File: src/hw/rtl/bpdc_pkg.sv
// ---------------------------------------------------------------------------
// bpdc_pkg: shared types and constants for the button press classifier
// Codes for item kinds and events, field widths and inter-module structs.
// ---------------------------------------------------------------------------
`default_nettype none

package bpdc_pkg;

	localparam int TIME_W   = 32;
	localparam int CFG_W    = 16;
	localparam int SHORT_W  = 4;
	localparam int CFG_IDX_W = 2;

	localparam logic [SHORT_W-1:0] SHORT_LIMIT = 4'd10;

	// Reset values of the configuration registers
	localparam logic [CFG_W-1:0] DEBOUNCE_RST = 16'd50;
	localparam logic [CFG_W-1:0] LONG_RST     = 16'd1000;
	localparam logic [CFG_W-1:0] MENU_RST     = 16'd3000;

	typedef enum logic [1:0] {
		MODE_EDGE   = 2'd0,
		MODE_POLL   = 2'd1,
		MODE_INJECT = 2'd2,
		MODE_UNUSED = 2'd3
	} mode_t;

	typedef enum logic [1:0] {
		EV_NONE  = 2'd0,
		EV_SHORT = 2'd1,
		EV_LONG  = 2'd2,
		EV_MENU  = 2'd3
	} event_t;

	typedef enum logic [CFG_IDX_W-1:0] {
		REG_DEBOUNCE = 2'd0,
		REG_LONG     = 2'd1,
		REG_MENU     = 2'd2,
		REG_NONE     = 2'd3
	} reg_idx_t;

	typedef struct packed {
		logic [CFG_W-1:0] dbnc_hold;
		logic [CFG_W-1:0] long_hold;
		logic [CFG_W-1:0] menu_hold;
	} cfg_t;

	typedef struct packed {
		mode_t             mode;
		logic [TIME_W-1:0] time_ms;
		logic              pin_low;
	} req_t;

	typedef struct packed {
		event_t            event_res;
		logic [TIME_W-1:0] activity_time;
	} res_t;

endpackage

`default_nettype wire

File: src/hw/rtl/bpdc_cfg_regs.sv
// ---------------------------------------------------------------------------
// bpdc_cfg_regs: configuration register file
// Decodes the register index of each write request and holds the timings.
// ---------------------------------------------------------------------------
`default_nettype none

module bpdc_cfg_regs import bpdc_pkg::*; (
	input  wire logic                 clk,
	input  wire logic                 arst_n,
	input  wire logic                 cfg_valid,
	output logic                      cfg_ready,
	input  wire logic [CFG_IDX_W-1:0] cfg_index,
	input  wire logic [CFG_W-1:0]     cfg_data,
	output cfg_t                      cfg
);

	cfg_t cfg_q;

	// Always take a write request
	assign cfg_ready = 1'b1;
	assign cfg       = cfg_q;

	// Decode the index and update the addressed register
	always_ff @(posedge clk or negedge arst_n) begin
		if (!arst_n) begin
			cfg_q.dbnc_hold <= DEBOUNCE_RST;
			cfg_q.long_hold <= LONG_RST;
			cfg_q.menu_hold <= MENU_RST;
		end else if (cfg_valid) begin
			unique case (reg_idx_t'(cfg_index))
				REG_DEBOUNCE: cfg_q.dbnc_hold <= cfg_data;
				REG_LONG:     cfg_q.long_hold <= cfg_data;
				REG_MENU:     cfg_q.menu_hold <= cfg_data;
				default: ;
			endcase
		end
	end

endmodule

`default_nettype wire

File: src/hw/rtl/bpdc_core.sv
// ---------------------------------------------------------------------------
// bpdc_core: press tracking state and event classification
// Applies one request per enabled cycle and presents its result combinationally.
// ---------------------------------------------------------------------------
`default_nettype none

module bpdc_core import bpdc_pkg::*; (
	input  wire logic clk,
	input  wire logic arst_n,
	input  wire logic fire,
	input  wire req_t req,
	input  wire cfg_t cfg,
	output res_t      res
);

	logic               down_q;
	logic [TIME_W-1:0]  start_q;
	logic [TIME_W-1:0]  last_edge_q;
	logic [SHORT_W-1:0] short_q;
	logic               long_q;
	logic               menu_q;
	logic [TIME_W-1:0]  activity_q;

	logic               down_d;
	logic [TIME_W-1:0]  start_d;
	logic [TIME_W-1:0]  last_edge_d;
	logic [SHORT_W-1:0] short_d;
	logic               long_d;
	logic               menu_d;
	logic [TIME_W-1:0]  activity_d;
	event_t             ev;

	logic [TIME_W-1:0]  edge_gap;
	logic [TIME_W-1:0]  hold;
	logic               blanked;
	logic [SHORT_W-1:0] short_inc;

	// Wrapping time differences
	assign edge_gap  = req.time_ms - last_edge_q;
	assign hold      = req.time_ms - start_q;
	assign blanked   = edge_gap < {{(TIME_W-CFG_W+1){1'b0}}, cfg.dbnc_hold[CFG_W-1:1]};
	assign short_inc = (short_q < SHORT_LIMIT) ? short_q + 1'b1 : short_q;

	// Next state and event for the current request
	always_comb begin
		down_d      = down_q;
		start_d     = start_q;
		last_edge_d = last_edge_q;
		short_d     = short_q;
		long_d      = long_q;
		menu_d      = menu_q;
		activity_d  = activity_q;
		ev          = EV_NONE;
		case (req.mode)
			MODE_EDGE: begin
				if (!blanked) begin
					last_edge_d = req.time_ms;
					if (req.pin_low && !down_q) begin
						down_d  = 1'b1;
						start_d = req.time_ms;
					end else if (!req.pin_low && down_q) begin
						down_d = 1'b0;
						if (hold >= {{(TIME_W-CFG_W){1'b0}}, cfg.menu_hold}) begin
							menu_d = 1'b1;
						end else if (hold >= {{(TIME_W-CFG_W){1'b0}}, cfg.long_hold}) begin
							long_d = 1'b1;
						end else if (hold >= {{(TIME_W-CFG_W){1'b0}}, cfg.dbnc_hold}) begin
							short_d = short_inc;
						end
					end
				end
			end
			MODE_POLL: begin
				// Hand out menu first, then long, then one short
				if (menu_q) begin
					menu_d = 1'b0;
					ev     = EV_MENU;
				end else if (long_q) begin
					long_d = 1'b0;
					ev     = EV_LONG;
				end else if (short_q != '0) begin
					short_d = short_q - 1'b1;
					ev      = EV_SHORT;
				end
				if (ev != EV_NONE) begin
					activity_d = req.time_ms;
				end
			end
			MODE_INJECT: begin
				short_d = short_inc;
			end
			default: ;
		endcase
	end

	assign res.event_res     = ev;
	assign res.activity_time = activity_d;

	// Control state
	always_ff @(posedge clk or negedge arst_n) begin
		if (!arst_n) begin
			down_q      <= 1'b0;
			start_q     <= '0;
			last_edge_q <= '0;
			short_q     <= '0;
			long_q      <= 1'b0;
			menu_q      <= 1'b0;
			activity_q  <= '0;
		end else if (fire) begin
			down_q      <= down_d;
			start_q     <= start_d;
			last_edge_q <= last_edge_d;
			short_q     <= short_d;
			long_q      <= long_d;
			menu_q      <= menu_d;
			activity_q  <= activity_d;
		end
	end

	// Short count never passes its limit
	assert property (@(posedge clk) disable iff (!arst_n) short_q <= SHORT_LIMIT)
		else $error("short count above limit");

	// Activity time moves only when a poll hands out an event
	assert property (@(posedge clk) disable iff (!arst_n)
		(fire && ev == EV_NONE) |=> $stable(activity_q))
		else $error("activity time changed without an event");

	// A handed-out menu event clears the menu flag
	assert property (@(posedge clk) disable iff (!arst_n)
		(fire && ev == EV_MENU) |=> !menu_q)
		else $error("menu flag kept after hand-out");

	// Events come only from polls
	assert property (@(posedge clk) disable iff (!arst_n)
		(fire && req.mode != MODE_POLL) |-> ev == EV_NONE)
		else $error("event outside a poll");

endmodule

`default_nettype wire

File: src/hw/rtl/button_press_duration_classifier.sv
// ---------------------------------------------------------------------------
// button_press_duration_classifier: short, long and menu press detector
// Input register, classification core and output register for one button.
// ---------------------------------------------------------------------------
// Usage:
//   Slave stream: tuser carries the item kind (pin edge, poll, inject short),
//   tdata carries the timestamp and pin level. Master stream returns exactly
//   one result per request: event code and last activity timestamp.
//   Configuration channel writes debounce, long and menu hold times by index;
//   write only while no request is in flight.
//   Flow: an accepted request lands in the input register and is classified
//   into the output register once that register is free or being drained,
//   and its result is then presented on the master side. Throughput is one
//   request per cycle while m_tready stays high, set by the core state update.
//   Stall: when the receiver holds tready low, the output register keeps its
//   result, the input register holds one more request, and then the slave
//   side drops tready until the result is taken.
//   Reset: arst_n clears all press state, pending events and the activity
//   time, and restores the default timings (50, 1000, 3000 ms).
// ---------------------------------------------------------------------------
`default_nettype none

module button_press_duration_classifier import bpdc_pkg::*; (
	input  wire logic                 clk,
	input  wire logic                 arst_n,
	input  wire logic                 s_tvalid,
	output logic                      s_tready,
	input  wire logic [39:0]          s_tdata,   // time_ms[31:0], pin_low[32], zero pad
	input  wire logic [1:0]           s_tuser,   // mode[1:0]
	output logic                      m_tvalid,
	input  wire logic                 m_tready,
	output logic [39:0]               m_tdata,   // event_res[1:0], activity_time[33:2], pad
	input  wire logic                 cfg_valid,
	output logic                      cfg_ready,
	input  wire logic [CFG_IDX_W-1:0] cfg_index,
	input  wire logic [CFG_W-1:0]     cfg_data
);

	logic  valid_s1;
	req_t  req_s1;
	logic  out_valid_q;
	res_t  out_q;
	logic  advance;
	cfg_t  cfg;
	res_t  res;

	// Move a request forward when the output register is free or being drained
	assign advance  = valid_s1 && (!out_valid_q || m_tready);
	assign s_tready = !valid_s1 || advance;

	// Input register
	always_ff @(posedge clk or negedge arst_n) begin
		if (!arst_n) begin
			valid_s1 <= 1'b0;
		end else if (s_tready) begin
			valid_s1 <= s_tvalid;
		end
	end

	always_ff @(posedge clk) begin
		if (s_tready && s_tvalid) begin
			req_s1.mode    <= mode_t'(s_tuser);
			req_s1.time_ms <= s_tdata[TIME_W-1:0];
			req_s1.pin_low <= s_tdata[TIME_W];
		end
	end

	bpdc_cfg_regs u_cfg (
		.clk       (clk),
		.arst_n    (arst_n),
		.cfg_valid (cfg_valid),
		.cfg_ready (cfg_ready),
		.cfg_index (cfg_index),
		.cfg_data  (cfg_data),
		.cfg       (cfg)
	);

	bpdc_core u_core (
		.clk    (clk),
		.arst_n (arst_n),
		.fire   (advance),
		.req    (req_s1),
		.cfg    (cfg),
		.res    (res)
	);

	// Output register
	always_ff @(posedge clk or negedge arst_n) begin
		if (!arst_n) begin
			out_valid_q <= 1'b0;
		end else if (advance) begin
			out_valid_q <= 1'b1;
		end else if (m_tready) begin
			out_valid_q <= 1'b0;
		end
	end

	always_ff @(posedge clk) begin
		if (advance) begin
			out_q <= res;
		end
	end

	assign m_tvalid = out_valid_q;
	assign m_tdata  = {6'd0, out_q.activity_time, out_q.event_res};

	// A stalled output with a full input register blocks new requests
	assert property (@(posedge clk) disable iff (!arst_n)
		(valid_s1 && out_valid_q && !m_tready) |-> !s_tready)
		else $error("request accepted with both registers full");

	// A pending request always moves into a free output register
	assert property (@(posedge clk) disable iff (!arst_n)
		(valid_s1 && !out_valid_q) |=> out_valid_q)
		else $error("request not forwarded to free output register");

	// Hold a stalled result until it is taken
	assert property (@(posedge clk) disable iff (!arst_n)
		(m_tvalid && !m_tready) |=> (m_tvalid && $stable(m_tdata)))
		else $error("result changed while stalled");

endmodule

`default_nettype wire
File: config.mk
export PLATFORM = sky130hd
export DESIGN_NAME = button_press_duration_classifier
export DESIGN_NICKNAME = d
export VERILOG_FILES = /design/src/hw/rtl/bpdc_pkg.sv /design/src/hw/rtl/bpdc_cfg_regs.sv /design/src/hw/rtl/bpdc_core.sv /design/src/hw/rtl/button_press_duration_classifier.sv
export SDC_FILE = /design/constraint.sdc
export NUM_CORES = 1
export LEC_CHECK = 0
export BUFFER_PORTS_ARGS = -buffer_cell sky130_fd_sc_hd__buf_2
export CORE_MARGIN = 1
export CORE_UTILIZATION = 49
export CTS_BUF_LIST = sky130_fd_sc_hd__clkbuf_16
export DETAILED_ROUTE_END_ITERATION = 12
export GPL_TIMING_DRIVEN = 0
export PLACE_DENSITY = 0.76
export SKIP_LAST_GASP = 1
export SLEW_MARGIN = 20
export SYNTH_ARGS = -nofsm -noshare
export SYNTH_HDL_FRONTEND = slang
export SYNTH_SLANG_ARGS = --single-unit
File: constraint.sdc
create_clock -name clk -period 9.2 [get_ports clk]
set_input_delay 2.76 -clock clk [delete_from_list [all_inputs] [get_ports clk]]
set_output_delay 2.76 -clock clk [all_outputs]
set_load 0.05 [all_outputs]
==> flow_metrics.py, run 1 <==
metrics = {
    "synthesis": {
        "syn_area_um2": 13950,
        "yosysWarningCount": 0,
        "synth_cells": 1403,
        "async_flop_share_pct": 68.92,
        "synth_area_leaders": "dfrtp_1 (25%), edfxtp_1 (15%), ha_1 (11%)",
        "yosys-top-cells-count": "nand2_1 (207), dfrtp_1 (137), ha_1 (128)",
        "synth.most_common_cell": "nand2_1",
        "synth_top_area_share_pct": 24.57,
        "synthDistinctLibCells": 79,
        "ys_ff_latch": 222,
        "synth_edf_count": 69,
        "yosys.area.top_type": "dfrtp_1",
        "synth-seq-area-share_pct": 42.44,
        "avgSynthCellArea_um2": 9.944,
        "synthFlopType": "dfrtp_1",
    },
    "global_routing": {
        "grt_max_degree": 89,
        "antenna_found_initial": 0,
        "grt_usage_pct": 21.83,
        "grt-ovfl-total": 0,
        "grt_pass1_vias": 10321,
        "grt_first_pass_wirelength_mm": 51.00,
    },
    "worst_setup_path": {
        "worstPathCellList": "buf_2, nand3b_1, buf_2",
        "crit_buf_inv": 2,
        "crit_top_cell": "buf_2",
        "arrival_ps": 3280,
        "slowest_stage": "buf_2",
        "cp-startpoint": "m_tready",
        "required_ps": 6440,
        "r2r_start": "req_s1[1]",
        "critPathKind": "in2out",
        "crit_family": "buffers and inverters",
        "crit_fanout": 3,
        "start_kind": "primary input",
        "critical-path-max-stage-delay_ps": 230,
        "worst_setup_path_end_kind": "output pin",
    },
    "drt": {
        "post_drt_via_cell_ratio": 5.566,
        "drt_iter0_markers": 709,
        "drc_errors": 0,
        "vias": 10732,
        "routed_wl_mm": 31.19,
        "ant_nets": 0,
        "drt_first_pass_iters": 5,
        "post_drt_wl_per_cell_um": 16.17,
    },
    "layout": {
        "fill_cells": 2409,
        "final_nets": 1727,
        "drive_above_1_share_pct": 17.94,
        "diodes": 0,
        "syn_to_final_growth_pct": 13.12,
        "final_util_pct": 56.50,
    },
    "sta": {
        "rsz0062_at_grt": "no",
        "setup_slack_ps": 3164,
        "tightest_slew_ps": 815.7,
        "fin_skew_ps": 30.85,
        "setup_viol": 0,
        "hold-worst-slack_ps": 469.9,
        "slew_headroom_pct": 44.22,
        "fin_crit_sh_pct": 65.61,
        "finalCriticalPeriod_ps": 6036,
        "hold_violations": 0,
        "fmax_mhz": 165.7,
        "fin_setup_tns_ps": 0,
        "drv_slew": 0,
    },
    "floorplan": {
        "die_h_um": 170.7,
        "row_count": 61,
        "ios": 108,
        "initial_utilization_pct": 49.95,
        "fp.dieW_um": 170.7,
        "core_region_area_um2": 27930,
        "die_area_um2": 29150,
    },
    "power": {
        "p_leak_nw": 7.215,
        "p_per_area_nw_per_um2": 302.2,
        "ir_worst_vdd_mv": 0.1832,
    },
    "run": {
        "max_cap_violations": 0,
    },
    "cts": {
        "cts_buffer_depth": 3,
        "cts_sinks": 222,
        "clk_pin_slew_ps": 60,
        "cts_inserted_buffers": 25,
        "ctsHoldBuffers": 0,
        "postCtsSetupBuffers": 0,
        "cts_resized": 0,
        "cts_tree": "yes",
        "clockRootBuffer": "clkbuf_16",
        "htree_levels": 1,
        "clk_latency_ps": 550,
    },
    "place": {
        "place_ws_ps": 3166,
        "port_buffers": 93,
        "dp_hpwl_mm": 23.81,
        "gp_congestion": 0.8932,
    },
    "run_status": {
        "outcome": "complete, no violations",
    },
    "min_path": {
        "worstHoldPathType": "reg2reg",
        "worstHoldStart": "u_core.activity_q[7]",
    },
}
## sequential cells by signal, indices dropped and copies added, names as in the netlist
name / flops
m_tdata: 34
m_tvalid: 1
req_s1: 35
u_cfg.cfg: 48
u_core.activity_q: 32
u_core.down_q: 1
u_core.last_edge_q: 32
u_core.long_q: 1
u_core.menu_q: 1
u_core.short_q: 4
u_core.start_q: 32
valid_s1: 1
## layout by cell type (no fill, tap or decap), types with 8 or more instances in the layout
cell type and n:
mux2_2 71, mux2i_1 8, clkbuf_16 26, xnor2_1 25, a211oi_1 9, nand2b_1 15
o21bai_1 11, a21oi_1 92, nand3_1 29, ha_1 128, dfrtp_1 137, mux2_4 30
nor4_1 10, edfxtp_1 69, xor2_1 21, and3_1 10, inv_1 128, nand2_1 207
buf_2 94, a21o_1 33, nand4_1 18, dfstp_2 16, nor2_1 51, nor3_1 10
nor2b_1 10, o21a_1 13, o21ai_0 91, clkbuf_1 35
## metrics by stage
stage	std cells	power [W]	cell area (µm²)
2_1_floorplan	1408	0.003231	13970
3_3_place_gp	1879	0.003696	14910
3_5_place_dp	1882	0.003788	14990
4_1_cts	1928	0.004776	15780
5_1_grt	1928	0.005153	15780
6_report	1928	0.004769	15780
## tightest hold or removal path, cell delays in order (launching register included)
cell     delay [ps]
dfrtp_1         340
nand2_1          50
nand2_1          60
## layout make-up
type | instances | area [µm²] | area share, %
buffer | 52 | 282.8 | 1.792
clock buffer | 26 | 650.6 | 4.122
clock inverter | 20 | 142.6 | 0.9038
inverter | 125 | 469.2 | 2.973
multi-input combinational | 1009 | 7301 | 46.26
sequential | 222 | 5921 | 37.51
tap | 378 | 473.0 | 2.997
timing repair buffer | 96 | 543.0 | 3.441
## where the power goes
part / internal, W / total [W] / switching [W]
clock: 0.000544 / 0.000958 / 0.000414
sequential: 0.00128 / 0.00140 / 0.000125
combinational: 0.00101 / 0.00241 / 0.00139
total: 0.00284 / 0.00477 / 0.00193
## metal layers
metal,up-vias,wire (µm),global-route usage (%)
li1,5238,-,-
met1,5124,14460,30.21
met2,314,14170,35.47
met3,56,1667,2.822
met4,0,886,6.972
met5,-,0,0
## cell families (layout without fill, tap and decap cells)
logic type,after synthesis,count (layout),synth area share [%]
buffers and inverters,177,319,5.381
multiplexers,109,109,9.533
adder cells (fa/ha/maj),131,131,11.91
other,2,7,0.05383
AND/OR/NAND/NOR,398,398,13.39
flip-flops,222,222,42.44
XOR/XNOR,46,46,2.888
AO/OA/AOI/OAI,318,318,14.41
## final timing paths
kind | slack, ps | to | cells after the start
min reg2reg | 470 | u_core.activity_q[7] | 2
min in group asynchronous | 2210 | u_cfg.cfg[18] | 1
max in group asynchronous | 6150 | u_core.activity_q[30] | 2
min | 470 | u_core.activity_q[7] | 2
max | 3160 | s_tready | 3
max reg2reg | 3710 | u_core.start_q[25] | 20
(Power assumes the default switching activity.)
==> inputs of run 2 (changes only) <==
--- a/config.mk
+++ b/config.mk
@@ -11,7 +11,7 @@
 export CTS_BUF_LIST = sky130_fd_sc_hd__clkbuf_16
 export DETAILED_ROUTE_END_ITERATION = 12
 export GPL_TIMING_DRIVEN = 0
-export PLACE_DENSITY = 0.76
+export PLACE_DENSITY = 0.79
 export SKIP_LAST_GASP = 1
 export SLEW_MARGIN = 20
 export SYNTH_ARGS = -nofsm -noshare
==> constraint.sdc (replaced) <==
create_clock -name clk -period 5.2 [get_ports clk]
set_input_delay 1.56 -clock clk [delete_from_list [all_inputs] [get_ports clk]]
set_output_delay 1.56 -clock clk [all_outputs]
set_load 0.05 [all_outputs]
==> run 2 against run 1 <==
Effect of this change:
- cell count rose by 0.36%
- count of clock-buffer cells in the layout shrank 2
- critical endpoint is now u_core.start_q[26]
- critical path type is now reg2reg
- largest cell class unchanged
- combinational power grew 81%
- clock skew shrank 9.5 ps
- non-clock buffer count increased by 9
- global-route usage grew 0.68 points
- cell area rose by 0.71%
==> flow_metrics.py, run 2 (synthesis results as in run 1) <==
metrics = {
    "floorplan": {
        "row_count": 61,
        "die_h_um": 170.7,
        "core_region_area_um2": 27930,
        "die_area_um2": 29150,
        "ios": 108,
        "initial_utilization_pct": 49.95,
        "fp.dieW_um": 170.7,
    },
    "layout": {
        "final_cells": 1935,
        "layout_common_cells": "nand2_1 (207), dfrtp_1 (137), inv_1 (131)",
        "final_area_um2": 15900,
        "syn_to_final_growth_pct": 13.93,
        "final_nets": 1735,
        "drive_above_1_share_pct": 18.88,
        "final_util_pct": 56.90,
        "layout_commonest_cell": "nand2_1",
        "diodes": 0,
        "largest_reg_flops": 48,
    },
    "global_routing": {
        "grt_usage_pct": 22.51,
        "grt_max_degree": 90,
        "grt_pass1_vias": 10849,
        "antenna_found_initial": 0,
        "grt_first_pass_wirelength_mm": 52.92,
        "grt-ovfl-total": 0,
    },
    "worst_setup_path": {
        "cp-startpoint": "req_s1[1]",
        "slowest_stage": "edfxtp_1",
        "crit_buf_inv": 4,
        "crit_family": "compound AO/OA/AOI/OAI gates",
        "r2r_start": "req_s1[1]",
        "crit_top_cell": "ha_1",
        "critPathKind": "reg2reg",
        "critical-path-max-stage-delay_ps": 450,
        "crit_fanout": 10,
        "start_kind": "flip-flop",
        "required_ps": 5590,
        "arrival_ps": 5440,
        "worstPathCellList": "inv_2, ha_1, inv_1, fa_1, a21o_1, a221o_1, a2111oi_4, nor2_1, xor2_1, ha_1, o21a_1, o21ai_0, a31oi_1, nor4b_2, nand4_1, and4bb_4, nor4_4, and2_1, buf_6, buf_12, mux2_4",
        "worst_setup_path_end_kind": "flip-flop",
    },
    "cts": {
        "cts_inserted_buffers": 24,
        "ctsHoldBuffers": 0,
        "cts_tree": "yes",
        "cts_sinks": 222,
        "clk_latency_ps": 530,
        "clockRootBuffer": "clkbuf_16",
        "cts_buffer_depth": 3,
        "htree_levels": 1,
        "clk_pin_slew_ps": 60,
    },
    "power": {
        "p_leak_nw": 7.276,
        "p_per_area_nw_per_um2": 534.5,
        "switching_share_pct": 40.67,
        "ir_worst_vdd_mv": 0.3004,
        "clkPwrFrac_pct": 19.3,
        "switchingPower_w": 0.003455,
        "pwr-share-comb_pct": 51.4,
        "internal_power_w": 0.005041,
        "seqPwrFrac_pct": 29.3,
    },
    "sta": {
        "slew_headroom_pct": 49.37,
        "tightest_slew_ps": 740.3,
        "drv_slew": 0,
        "fmax_mhz": 198.4,
        "hold-worst-slack_ps": 466.7,
        "fin_crit_sh_pct": 96.95,
        "setup_slack_ps": 158.8,
        "setup_viol": 0,
        "hold_violations": 0,
        "fin_skew_ps": 21.39,
        "finalCriticalPeriod_ps": 5041,
    },
    "min_path": {
        "worstHoldPathType": "reg2reg",
        "worstHoldStart": "u_core.activity_q[18]",
    },
    "drt": {
        "routed_wl_mm": 32.00,
        "drt_iter0_markers": 882,
        "post_drt_wl_per_cell_um": 16.54,
        "ant_nets": 0,
        "drt_first_pass_iters": 6,
        "drc_errors": 0,
        "vias": 10798,
        "post_drt_via_cell_ratio": 5.580,
    },
    "place": {
        "place_ws_ps": -234.3,
        "gp_congestion": 0.9188,
        "dpl_cell_area_um2": 15000,
        "dp_hpwl_mm": 24.43,
        "port_buffers": 93,
        "place_inst": 1882,
    },
    "run": {
        "max_cap_violations": 0,
    },
    "run_status": {
        "outcome": "complete, no violations",
    },
}
==> run 2: area by class of cell <==
type | instances | area [µm²]
fill | 2384 | 12040
multi-input combinational | 1009 | 7376
sequential | 222 | 5921
timing repair buffer | 105 | 618.1
clock buffer | 24 | 600.6
tap | 378 | 473.0
inverter | 125 | 469.2
buffer | 52 | 282.8
clock inverter | 20 | 155.1
==> run 2: final timing paths <==
path,end,slack (ps),depth (start not counted)
setup / recovery,u_core.start_q[26],160,21
hold / removal,u_core.activity_q[18],470,2
setup reg to reg,u_core.start_q[26],160,21
hold reg to reg,u_core.activity_q[18],470,2
max in group asynchronous,u_core.activity_q[25],3410,2
min in group asynchronous,u_cfg.cfg[2],1010,1
==> run 2: worst reg2reg max path, delay by kind of cell (launching register included) <==
kind	cells	cell delay [ps]
compound gates	6	1460
buf+inv	4	450
simple gates	6	1210
xor+xnor	1	160
flops	1	450
mux	1	300
fa+ha+maj	3	860
==> run 2: metrics by stage <==
| stage | total power [W] | TNS [ps] |
|---|---|---|
| floorplan | 0.005717 | 0 |
| global placement | 0.006538 | -5743 |
| detailed placement | 0.006730 | -6247 |
| CTS | 0.008430 | 0 |
| global route | 0.009172 | -211.2 |
| finish | 0.008496 | 0 |
==> run 2: power by group through the flow <==
stage | Sequential (W) | Combinational (W) | Clock (W)
floorplan | 0.00261 | 0.00311 | 0
global placement | 0.00249 | 0.00404 | 0
detailed placement | 0.00251 | 0.00422 | 0
CTS | 0.00249 | 0.00428 | 0.00167
global route | 0.00254 | 0.00490 | 0.00173
finish | 0.00249 | 0.00437 | 0.00164
==> run 2: timing repair <==
item                       CTS  global route
pin swaps                    2             5
setup endpoints to repair   34            66
setup buffers                3             6
resized for setup            3            13
cloned                       0             0
==> run 2: routing by layer <==
layer,GRT usage (%),part of all wire (%),vias up
met5,0,0,-
met1,30.44,46,5203
li1,-,-,5258
met3,2.660,4.1,73
met4,7.521,3.0,0
met2,37.46,47,264
==> inputs of run 3 (changes only) <==
--- a/config.mk
+++ b/config.mk
@@ -7,11 +7,11 @@
 export LEC_CHECK = 0
 export BUFFER_PORTS_ARGS = -buffer_cell sky130_fd_sc_hd__buf_2
 export CORE_MARGIN = 1
-export CORE_UTILIZATION = 49
+export CORE_UTILIZATION = 45
 export CTS_BUF_LIST = sky130_fd_sc_hd__clkbuf_16
 export DETAILED_ROUTE_END_ITERATION = 12
 export GPL_TIMING_DRIVEN = 0
-export PLACE_DENSITY = 0.79
+export PLACE_DENSITY = 0.74
 export SKIP_LAST_GASP = 1
 export SLEW_MARGIN = 20
 export SYNTH_ARGS = -nofsm -noshare
==> run 3 against run 2 <==
Effect of this change:
- hold slack gained 5.9 ps
- cell area increased by 1.1%
- clock power up 18%
- global-route usage shrank 2.1 points
- total power up 3.1%
- flip-flop and latch count unchanged
- count of clock-buffer cells in the layout is 1 higher
- non-clock buffer count grew 1
- setup slack better by 14 ps
- die area grew 8.8%
- sequential power about the same
- clock skew is 5.3 ps higher
- largest cell class unchanged
==> flow_metrics.py, run 3 (synthesis results as in run 1) <==
metrics = {
    "cts": {
        "cts_tree": "yes",
        "clockRootBuffer": "clkbuf_16",
        "cts_buffer_depth": 3,
        "htree_levels": 1,
        "cts_sinks": 222,
        "cts_inserted_buffers": 25,
        "clk_pin_slew_ps": 70,
        "clk_latency_ps": 560,
    },
    "power": {
        "switchingPower_w": 0.003492,
        "internal_power_w": 0.005271,
        "p_per_area_nw_per_um2": 545.3,
        "power_w": 0.008763,
        "ir_worst_vdd_mv": 0.3152,
        "seqPwrFrac_pct": 28.4,
        "clkPwrFrac_pct": 22.1,
        "pwr-share-comb_pct": 49.6,
        "p_leak_nw": 7.337,
        "switching_share_pct": 39.85,
    },
    "layout": {
        "fill_cells": 2637,
        "multi_input_area_um2": 7371,
        "syn_to_final_growth_pct": 15.19,
        "final_util_pct": 52.68,
        "drive_above_1_share_pct": 19.62,
        "layout_commonest_cell": "nand2_1",
        "layout_common_cells": "nand2_1 (207), dfrtp_1 (137), inv_1 (125)",
        "largest_reg_flops": 48,
        "seq_area_um2": 5921,
        "final_cells": 1956,
        "diodes": 0,
        "final_nets": 1737,
    },
    "min_path": {
        "hold_path_end": "u_core.activity_q[1]",
        "worstHoldPathType": "reg2reg",
        "hold_depth": 2,
        "worstHoldStart": "u_core.activity_q[1]",
    },
    "sta": {
        "tightest_slew_ps": 866.7,
        "hold-worst-slack_ps": 472.7,
        "fin_setup_tns_ps": 0,
        "fmax_mhz": 198.9,
        "finalCriticalPeriod_ps": 5027,
        "slew_headroom_pct": 40.73,
        "fin_skew_ps": 26.74,
        "drv_slew": 0,
        "setup_viol": 0,
        "fin_crit_sh_pct": 96.67,
        "hold_violations": 0,
    },
    "floorplan": {
        "ios": 108,
        "die_h_um": 178.1,
        "core_region_area_um2": 30510,
        "initial_utilization_pct": 45.73,
        "die_area_um2": 31710,
        "row_count": 64,
        "fp.dieW_um": 178.1,
    },
    "worst_setup_path": {
        "worstRegToRegCells": 17,
        "required_ps": 5640,
        "critPathKind": "reg2reg",
        "crit_fanout": 5,
        "arrival_ps": 5470,
        "r2r-end": "u_core.short_q[2]",
        "start_kind": "flip-flop",
        "r2r_start": "req_s1[9]",
        "reg2reg_slack_ps": 170,
        "worst_setup_path_end_kind": "flip-flop",
    },
    "run_status": {
        "outcome": "complete, no violations",
    },
    "global_routing": {
        "grt_first_pass_wirelength_mm": 52.30,
        "grt-ovfl-total": 0,
        "antenna_found_initial": 0,
        "grt_pass1_vias": 10672,
        "grt_max_degree": 80,
        "grt_usage_pct": 20.40,
    },
    "run": {
        "max_cap_violations": 0,
    },
    "place": {
        "dp_hpwl_mm": 24.24,
        "gp_congestion": 0.8696,
        "place_inst": 1900,
        "port_buffers": 93,
    },
    "drt": {
        "post_drt_wl_per_cell_um": 16.32,
        "drc_errors": 0,
        "drt_iter0_markers": 761,
        "drt_first_pass_iters": 5,
        "routed_wl_mm": 31.93,
        "ant_nets": 0,
        "post_drt_via_cell_ratio": 5.472,
        "vias": 10704,
    },
}
## run 3: worst max-delay path, stage by stage (launching register included)
cell	delay, ps
edfxtp_1	490
ha_1	420
and3_1	270
nand3_1	100
o21ai_0	170
or3b_2	580
a31oi_2	310
xnor2_2	180
ha_1	290
o21a_1	180
o21ai_0	230
nor2_1	80
o31a_1	280
a311o_1	310
a31o_2	270
nor4_2	300
nor2_1	160
mux2_2	290
## run 3: how the worst max path moves through the flow
stage	startpoint	end	cells past startpoint
after floorplan	req_s1[1]	u_core.start_q[10]	21
after global placement	req_s1[1]	u_core.start_q[28]	20
after detailed placement	req_s1[1]	u_core.start_q[29]	20
after CTS	req_s1[5]	u_core.short_q[2]	17
after global routing	req_s1[9]	u_core.short_q[2]	17
final	req_s1[9]	u_core.short_q[2]	17
## run 3: what timing repair did
action,4_1_cts,5_1_grt
hold buffers,0,0
gates resized for setup,2,10
endpoints found under the hold margin,0,0
pin swaps,2,5
setup buffers,3,7
endpoints found under the setup margin,33,63
## run 3: layout make-up
| type | count | share of cell area [%] |
|---|---|---|
| tap | 396 | 3.083 |
| inverter | 125 | 2.919 |
| timing repair buffer | 106 | 3.893 |
| clock inverter | 21 | 1.752 |
| sequential | 222 | 36.84 |
| multi-input combinational | 1009 | 45.86 |
| buffer | 52 | 1.759 |
| clock buffer | 25 | 3.893 |
## run 3: power groups by stage
| stage | logic, W | registers (W) | clock network [W] |
|---|---|---|---|
| floorplan | 0.00311 | 0.00261 | 0 |
| global placement | 0.00405 | 0.00249 | 0 |
| detailed placement | 0.00419 | 0.00251 | 0 |
| CTS | 0.00425 | 0.00249 | 0.00197 |
| global route | 0.00487 | 0.00254 | 0.00204 |
| finish | 0.00434 | 0.00248 | 0.00194 |
## run 3: through the flow
step           setup WS [ps]  cell area [µm²]
3_3_place_gp          -185.8            14930
2_1_floorplan          685.0            13970
5_1_grt               -14.82            16070
3_5_place_dp          -201.9            15020
4_1_cts                20.51            15960
6_report               173.1            16070
## run 3: routing by layer
| metal | up-vias | routed length (µm) | global-route usage (%) | share of wire [%] |
|---|---|---|---|---|
| met5 | - | 0 | 0 | 0 |
| met2 | 288 | 14720 | 33.35 | 46 |
| li1 | 5258 | - | - | - |
| met1 | 5095 | 14820 | 27.76 | 46 |
| met4 | 0 | 829 | 6.944 | 2.6 |
| met3 | 63 | 1558 | 2.728 | 4.9 |
